--- src/design/cbiq_pkg.sv ---
// ----------------------------------------------------------------------------
// cbiq_pkg
// Types and constants shared by the cascaded biquad IIR core: register
// indexes, sequencer states, MAC step codes and the per-section delay word.
// ----------------------------------------------------------------------------
package cbiq_pkg;

	localparam int SAMPLE_W = 16;
	localparam int ACC_W    = 32;
	localparam int FF_W     = 48;
	localparam int FB_W     = 32;
	localparam int CFG_IDX_W = 3;
	localparam int CFG_DATA_W = 48;
	localparam int Q_SHIFT  = 15;

	localparam logic [CFG_IDX_W-1:0] REG_ACTIVE  = 3'd0;
	localparam logic [CFG_IDX_W-1:0] REG_SEC0_FF = 3'd1;
	localparam logic [CFG_IDX_W-1:0] REG_SEC0_FB = 3'd2;

	typedef enum logic [2:0] {
		ST_IDLE,
		ST_LOAD,
		ST_MAC,
		ST_WAIT,
		ST_WB,
		ST_DONE
	} seq_state_t;

	typedef enum logic [2:0] {
		STEP_A0,
		STEP_A1,
		STEP_A2,
		STEP_B1,
		STEP_B2
	} mac_step_t;

	typedef struct packed {
		logic valid;
		logic clear;
		logic dbl;
		logic neg;
	} mac_ctrl_t;

	typedef struct packed {
		logic signed [SAMPLE_W-1:0] y2;
		logic signed [SAMPLE_W-1:0] y1;
		logic signed [SAMPLE_W-1:0] x2;
		logic signed [SAMPLE_W-1:0] x1;
	} delay_t;

endpackage

--- src/design/cbiq_state_ram.sv ---
// ----------------------------------------------------------------------------
// cbiq_state_ram
// Delay-line store, one word per section: one write port, one read port,
// read data registered.
// ----------------------------------------------------------------------------
module cbiq_state_ram #(
	parameter int DEPTH = 3,
	parameter int AW    = 2
) (
	input  logic            clk,
	input  logic            we,
	input  logic [AW-1:0]   waddr,
	input  cbiq_pkg::delay_t wdata,
	input  logic            re,
	input  logic [AW-1:0]   raddr,
	output cbiq_pkg::delay_t rdata
);

	cbiq_pkg::delay_t mem [DEPTH];

	always_ff @(posedge clk) begin
		if (we) begin
			mem[waddr] <= wdata;
		end
	end

	always_ff @(posedge clk) begin
		if (re) begin
			rdata <= mem[raddr];
		end
	end

endmodule

--- src/design/cbiq_mac.sv ---
// ----------------------------------------------------------------------------
// cbiq_mac
// Shared 16x16 multiply-accumulate: registered product, then a 32-bit
// wrapping accumulate with optional doubling and subtraction.
// ----------------------------------------------------------------------------
module cbiq_mac (
	input  logic                                  clk,
	input  logic                                  arst_n,
	input  cbiq_pkg::mac_ctrl_t                   ctrl,
	input  logic signed [cbiq_pkg::SAMPLE_W-1:0]  a,
	input  logic signed [cbiq_pkg::SAMPLE_W-1:0]  b,
	output logic signed [cbiq_pkg::ACC_W-1:0]     acc
);

	cbiq_pkg::mac_ctrl_t                  ctrl_s1;
	logic signed [cbiq_pkg::ACC_W-1:0]    prod_s1;
	logic signed [cbiq_pkg::ACC_W-1:0]    acc_s2;
	logic signed [cbiq_pkg::ACC_W-1:0]    term;
	logic signed [cbiq_pkg::ACC_W-1:0]    base;

	always_ff @(posedge clk or negedge arst_n) begin
		if (!arst_n) begin
			ctrl_s1 <= '0;
		end else begin
			ctrl_s1 <= ctrl;
		end
	end

	always_ff @(posedge clk) begin
		prod_s1 <= a * b;
	end

	always_comb begin
		term = ctrl_s1.dbl ? {prod_s1[cbiq_pkg::ACC_W-2:0], 1'b0} : prod_s1;
		base = ctrl_s1.clear ? '0 : acc_s2;
	end

	always_ff @(posedge clk) begin
		if (ctrl_s1.valid) begin
			acc_s2 <= ctrl_s1.neg ? base - term : base + term;
		end
	end

	assign acc = acc_s2;

endmodule

--- src/design/cascaded_biquad_iir_q15_core.sv ---
// ----------------------------------------------------------------------------
// cascaded_biquad_iir_q15_core
// One to three cascaded Direct Form I biquads in Q15 on one shared MAC,
// with per-section delay lines held in a synchronous state RAM.
// ----------------------------------------------------------------------------
// Each section steps through state RAM read, five MAC issues through the
// two-stage MAC, drain and write-back. A new input beat is taken only once
// the previous sample has left the last section for the output register.
// The output register holds a finished beat while the next one is taken.
// Reset: asynchronous, clears control, coefficients and section valid bits;
// unwritten delay words read as zero. active_sections resets to 1.
// ----------------------------------------------------------------------------
module cascaded_biquad_iir_q15_core #(
	parameter int MAX_SECTIONS = 3
) (
	input  logic                                 clk,
	input  logic                                 arst_n,
	input  logic                                 s_tvalid,
	output logic                                 s_tready,
	input  logic [15:0]                          s_tdata,   // sample_in [15:0]
	output logic                                 m_tvalid,
	input  logic                                 m_tready,
	output logic [15:0]                          m_tdata,   // sample_out [15:0]
	input  logic                                 cfg_we,
	input  logic [cbiq_pkg::CFG_IDX_W-1:0]       cfg_index,
	input  logic [cbiq_pkg::CFG_DATA_W-1:0]      cfg_data
);

	localparam int AW = (MAX_SECTIONS > 1) ? $clog2(MAX_SECTIONS) : 1;

	cbiq_pkg::seq_state_t state_q, state_d;
	cbiq_pkg::mac_step_t  step_q, step_d;
	cbiq_pkg::mac_ctrl_t  mac_ctrl;
	cbiq_pkg::delay_t     rd_data, wr_data, dl_q;

	logic [1:0]                           act_q;
	logic [cbiq_pkg::FF_W-1:0]            ff_q [MAX_SECTIONS];
	logic [cbiq_pkg::FB_W-1:0]            fb_q [MAX_SECTIONS];
	logic [MAX_SECTIONS-1:0]              valid_q;
	logic [AW-1:0]                        sec_q;
	logic [AW-1:0]                        last_sec;
	logic [1:0]                           last2;
	logic [AW-1:0]                        rd_addr;
	logic                                 rd_en, wr_en, load_out;
	logic signed [cbiq_pkg::SAMPLE_W-1:0] cur_q, y, mac_a, mac_b;
	logic signed [cbiq_pkg::ACC_W-1:0]    acc;
	logic                                 m_tvalid_q;
	logic [15:0]                          m_tdata_q;
	logic [cbiq_pkg::FF_W-1:0]            ff_sel;
	logic [cbiq_pkg::FB_W-1:0]            fb_sel;

	always_ff @(posedge clk or negedge arst_n) begin
		if (!arst_n) begin
			act_q <= 2'd1;
			for (int s = 0; s < MAX_SECTIONS; s++) begin
				ff_q[s] <= '0;
				fb_q[s] <= '0;
			end
		end else if (cfg_we) begin
			if (cfg_index == cbiq_pkg::REG_ACTIVE) begin
				act_q <= cfg_data[1:0];
			end
			for (int s = 0; s < MAX_SECTIONS; s++) begin
				if (cfg_index == 3'(cbiq_pkg::REG_SEC0_FF + 2 * s)) begin
					ff_q[s] <= cfg_data[cbiq_pkg::FF_W-1:0];
				end
				if (cfg_index == 3'(cbiq_pkg::REG_SEC0_FB + 2 * s)) begin
					fb_q[s] <= cfg_data[cbiq_pkg::FB_W-1:0];
				end
			end
		end
	end

	always_comb begin
		if (act_q == 2'd0) begin
			last2 = 2'd0;
		end else if (32'(act_q) > MAX_SECTIONS) begin
			last2 = 2'(MAX_SECTIONS - 1);
		end else begin
			last2 = act_q - 2'd1;
		end
	end

	assign last_sec = last2[AW-1:0];
	assign ff_sel   = ff_q[sec_q];
	assign fb_sel   = fb_q[sec_q];
	assign y        = acc[cbiq_pkg::Q_SHIFT+15:cbiq_pkg::Q_SHIFT];
	assign wr_data  = '{y2: dl_q.y1, y1: y, x2: dl_q.x1, x1: cur_q};

	always_ff @(posedge clk or negedge arst_n) begin
		if (!arst_n) begin
			state_q <= cbiq_pkg::ST_IDLE;
			step_q  <= cbiq_pkg::STEP_A0;
		end else begin
			state_q <= state_d;
			step_q  <= step_d;
		end
	end

	always_comb begin
		state_d  = state_q;
		step_d   = step_q;
		s_tready = 1'b0;
		rd_en    = 1'b0;
		rd_addr  = sec_q + AW'(1);
		wr_en    = 1'b0;
		load_out = 1'b0;
		mac_ctrl = '0;
		mac_a    = '0;
		mac_b    = '0;
		case (state_q)
			cbiq_pkg::ST_IDLE: begin
				s_tready = 1'b1;
				if (s_tvalid) begin
					rd_en   = 1'b1;
					rd_addr = '0;
					state_d = cbiq_pkg::ST_LOAD;
				end
			end
			cbiq_pkg::ST_LOAD: begin
				step_d  = cbiq_pkg::STEP_A0;
				state_d = cbiq_pkg::ST_MAC;
			end
			cbiq_pkg::ST_MAC: begin
				mac_ctrl.valid = 1'b1;
				case (step_q)
					cbiq_pkg::STEP_A0: begin
						mac_ctrl.clear = 1'b1;
						mac_a  = cur_q;
						mac_b  = ff_sel[15:0];
						step_d = cbiq_pkg::STEP_A1;
					end
					cbiq_pkg::STEP_A1: begin
						mac_ctrl.dbl = 1'b1;
						mac_a  = dl_q.x1;
						mac_b  = ff_sel[31:16];
						step_d = cbiq_pkg::STEP_A2;
					end
					cbiq_pkg::STEP_A2: begin
						mac_a  = dl_q.x2;
						mac_b  = ff_sel[47:32];
						step_d = cbiq_pkg::STEP_B1;
					end
					cbiq_pkg::STEP_B1: begin
						mac_ctrl.dbl = 1'b1;
						mac_ctrl.neg = 1'b1;
						mac_a  = dl_q.y1;
						mac_b  = fb_sel[15:0];
						step_d = cbiq_pkg::STEP_B2;
					end
					cbiq_pkg::STEP_B2: begin
						mac_ctrl.neg = 1'b1;
						mac_a   = dl_q.y2;
						mac_b   = fb_sel[31:16];
						step_d  = cbiq_pkg::STEP_A0;
						state_d = cbiq_pkg::ST_WAIT;
					end
					default: begin
						mac_ctrl = '0;
						step_d   = cbiq_pkg::STEP_A0;
					end
				endcase
			end
			cbiq_pkg::ST_WAIT: begin
				state_d = cbiq_pkg::ST_WB;
			end
			cbiq_pkg::ST_WB: begin
				wr_en = 1'b1;
				if (sec_q == last_sec) begin
					state_d = cbiq_pkg::ST_DONE;
				end else begin
					rd_en   = 1'b1;
					state_d = cbiq_pkg::ST_LOAD;
				end
			end
			cbiq_pkg::ST_DONE: begin
				if (!m_tvalid_q || m_tready) begin
					load_out = 1'b1;
					state_d  = cbiq_pkg::ST_IDLE;
				end
			end
			default: begin
				state_d = cbiq_pkg::ST_IDLE;
			end
		endcase
	end

	always_ff @(posedge clk or negedge arst_n) begin
		if (!arst_n) begin
			sec_q   <= '0;
			valid_q <= '0;
		end else begin
			if (state_q == cbiq_pkg::ST_IDLE) begin
				sec_q <= '0;
			end else if (state_q == cbiq_pkg::ST_WB) begin
				valid_q[sec_q] <= 1'b1;
				if (sec_q != last_sec) begin
					sec_q <= sec_q + AW'(1);
				end
			end
		end
	end

	always_ff @(posedge clk) begin
		if (s_tvalid && s_tready) begin
			cur_q <= s_tdata;
		end else if (wr_en) begin
			cur_q <= y;
		end
		if (state_q == cbiq_pkg::ST_LOAD) begin
			dl_q <= valid_q[sec_q] ? rd_data : '0;
		end
		if (load_out) begin
			m_tdata_q <= cur_q;
		end
	end

	always_ff @(posedge clk or negedge arst_n) begin
		if (!arst_n) begin
			m_tvalid_q <= 1'b0;
		end else if (load_out) begin
			m_tvalid_q <= 1'b1;
		end else if (m_tready) begin
			m_tvalid_q <= 1'b0;
		end
	end

	assign m_tvalid = m_tvalid_q;
	assign m_tdata  = m_tdata_q;

	cbiq_state_ram #(
		.DEPTH (MAX_SECTIONS),
		.AW    (AW)
	) u_ram (
		.clk   (clk),
		.we    (wr_en),
		.waddr (sec_q),
		.wdata (wr_data),
		.re    (rd_en),
		.raddr (rd_addr),
		.rdata (rd_data)
	);

	cbiq_mac u_mac (
		.clk    (clk),
		.arst_n (arst_n),
		.ctrl   (mac_ctrl),
		.a      (mac_a),
		.b      (mac_b),
		.acc    (acc)
	);

endmodule

--- config.mk ---
export PLATFORM = sky130hd
export DESIGN_NAME = cascaded_biquad_iir_q15_core
export DESIGN_NICKNAME = d
export VERILOG_FILES = /design/src/design/cbiq_pkg.sv /design/src/design/cbiq_state_ram.sv /design/src/design/cbiq_mac.sv /design/src/design/cascaded_biquad_iir_q15_core.sv
export SDC_FILE = /design/constraint.sdc
export NUM_CORES = 2
export LEC_CHECK = 0
export BUFFER_PORTS_ARGS = -buffer_cell sky130_fd_sc_hd__buf_2
export CAP_MARGIN = 20
export CORE_UTILIZATION = 40
export DETAILED_ROUTE_END_ITERATION = 16
export GPL_TIMING_DRIVEN = 0
export PLACE_DENSITY = 0.67
export SYNTH_ARGS = -nofsm -noshare
export SYNTH_HDL_FRONTEND = slang
export SYNTH_SLANG_ARGS = --single-unit
--- constraint.sdc ---
create_clock -name clk -period 9.71 [get_ports clk]
set_input_delay 0.971 -clock clk [delete_from_list [all_inputs] [get_ports clk]]
set_output_delay 0.971 -clock clk [all_outputs]
set_load 0.005 [all_outputs]
==> results_dict.tcl <==
set metrics [dict create \
    ys_async_sr_fraction 0.384 \
    drive_gt1_frac 0.163 \
    path_class "reg -> reg" \
    status "finished, violations left" \
    gp_congestion 0.900 \
    hold_class "in -> async" \
    fin_ws_ns 0.729 \
    drcViolationCount 7 \
    cts_repair_resize_count 0 \
    cts-htree-levels 3 \
    cts_tree "yes" \
    path_common_cell "fa_1" \
    pin_count 90 \
    crit_path_end_kind "register" \
    critPathArrivalTime_ns 9.51 \
    rows 114 \
    nets 3916 \
    grt_usage 0.208 \
    initial_utilization 0.404 \
    clockBufferDepth 3 \
    cpMaxStageDelayCell "a21oi_1" \
    drtPass1Iterations 13 \
    cts_hold_buf 0 \
    ant_nets 0 \
    critical-path-top-delay-family "adder cells" \
    clkLatencyLatePin_ns 0.63 \
    syn_to_final_growth_pct 12.1 \
    fmax_mhz 111 \
    synth_edf_count 383 \
    syn_area_per_cell_sq_um 11.9 \
    vias 26100 \
    grt_max_degree 113 \
    grt_remaining_overflow 0 \
    die_h_microns 315 \
    rsz0062_at_grt "false" \
    critPathMaxStageDelay_ns 0.86 \
    synth_seq_cells 672 \
    cts_made_buffers 72 \
    yosysWarnings 0 \
    yosysUniqueCellTypes 88 \
    synth_flop_cell "edfxtp_1" \
    post-place-ws_ns 0.881 \
    crit_buf_inv 8 \
    wirelength_mm 102 \
    max_slew.worst_pin.slew_ns 1.27 \
    syn_nets 3736 \
    cts_sinks 672 \
    clk_pin_slew_ns 0.06 \
    violations "design-rule violations" \
    required_ns 10.24 \
    crit_fanout 10 \
    hold_viol 0 \
    slew_headroom 0.153 \
    die_area_sq_um 99100 \
    synthCells 3293 \
    finalSetupViolCount 0 \
    die_w_microns 315 \
    antenna_found_initial 3 \
    ys_seq_area_frac 0.475 \
    finalMaxSlewViolations 0 \
    routed_via_density 5.44 \
    synth_area_sq_um 39100 \
    fin_crit_sh 0.925 \
    drt_iter0_drc 2491 \
    post-route-min-period_ns 8.98 \
    grt_pass1_vias 26400 \
    postCtsSetupBuffers 0 \
    hpwl_mm 76.1 \
    core-area_sq_um 96900 \
    worst_setup_path_start_kind "register" \
    fin_skew_ns 0.0340 \
    wl_per_cell_microns 21.1 \
    portBuffers 89 \
    setup_tns_ns 0 \
    root_buffer "clkbuf_16" \
    drv_cap 0 \
    grt_pass1_wl_mm 158 \
]
==> layout make-up <==
class                   count  area, sq um
inverters                 306         1150
clock inverters            36          388
clock buffers              95         1990
well taps                1276         1600
diodes                      2         5.00
fillers                  8734        53000
plain buffers             162          692
flip-flops and latches    672        18600
multi-input cells        2153        18700
repair buffers            106          713
==> layout by cell type (no fill, tap or decap), types with 135 or more instances in the layout <==
master and count:
edfxtp_1 383, mux2i_1 148, fa_1 257, inv_1 304, nor2_1 225, mux2_2 257, o21ai_0 154, nand2_1 254
dfrtp_1 256, buf_2 135
==> path summary, 6_finish.rpt <==
path                                        start                         to  slack (ns)  cells after the start
setup / recovery            step_q[2]$_DFFE_PN0P_  u_mac.prod_s1[30]$_DFF_P_        0.73                     28
hold / removal                             arst_n       fb_q[42]$_DFFE_PN0P_        0.26                      1
setup reg to reg            step_q[2]$_DFFE_PN0P_  u_mac.prod_s1[30]$_DFF_P_        0.73                     28
hold reg to reg            valid_q[1]$_DFFE_PN0P_     valid_q[1]$_DFFE_PN0P_        0.47                      1
max in group asynchronous                  arst_n       fb_q[84]$_DFFE_PN0P_        8.52                      2
min in group clk           valid_q[1]$_DFFE_PN0P_     valid_q[1]$_DFFE_PN0P_        0.47                      1
==> worst register-to-register path, delay by kind of cell, from the launching register on <==
family                   cells  cell delay (ns)
XOR/XNOR                     1             0.17
buffers and inverters        8             1.29
adder cells (fa/ha/maj)      7             3.48
AND/OR/NAND/NOR              3             0.55
flip-flops                   1             0.44
AO/OA/AOI/OAI                9             2.96
==> synth_stat cells (34+ instances only) <==
master	number	area, sq um
clkbuf_1	95	357
dfrtp_1	257	6430
and2_1	86	538
buf_2	46	230
nand2_1	255	957
xnor2_1	54	473
a22oi_1	45	338
ha_1	114	1430
fa_1	257	5140
o21ai_0	154	771
mux2_2	257	2890
edfxtp_1	383	11500
nand2b_1	43	269
nand3_1	34	170
a21oi_1	95	475
nor2b_1	59	369
nor2_1	226	848
inv_1	304	1140
mux2i_1	148	1480
==> sequential cells by signal, indices dropped and copies added, names as in the netlist, 3 cells and up <==
| register | count |
|---|---|
| valid_q | 3 |
| step_q | 3 |
| u_ram.mem | 192 |
| cur_q | 16 |
| fb_q | 96 |
| u_ram.rdata | 64 |
| u_mac.acc | 31 |
| u_mac.ctrl_s1 | 4 |
| state_q | 3 |
| ff_q | 144 |
| dl_q | 64 |
| m_tdata | 16 |
| u_mac.prod_s1 | 31 |
==> per-layer routing <==
layer  vias to the layer above  share of wire  track usage
met4                         0          0.028       0.0653
met2                       878           0.47        0.332
met3                       152          0.069       0.0352
met5                         -              0            0
li1                      11700              -            -
met1                     13400           0.44        0.289
==> kinds of logic after synthesis <==
group / count (synthesis) / share of synthesized area
XOR/XNOR: 79 / 0.0177
flip-flops: 672 / 0.475
multiplexers: 406 / 0.112
AND/OR/NAND/NOR: 808 / 0.0999
AO/OA/AOI/OAI: 489 / 0.0801
buffers and inverters: 468 / 0.0470
adder cells (fa/ha/maj): 371 / 0.168
==> metrics by stage <==
| step | hold WS, ns | cells | area (sq um) | utilization |
|---|---|---|---|---|
| after floorplan | 0.439 | 3293 | 39100 | - |
| after global placement | 0.451 | 4658 | 41200 | 0.425 |
| after detailed placement | 0.453 | 4674 | 41500 | 0.428 |
| after CTS | 0.241 | 4805 | 43800 | 0.453 |
| after global routing | 0.262 | 4808 | 43800 | 0.453 |
| final | 0.259 | 4808 | 43800 | 0.453 |
Power is not shown: default switching activity piles up to over one toggle a cycle in this logic, so the estimate is an artifact.
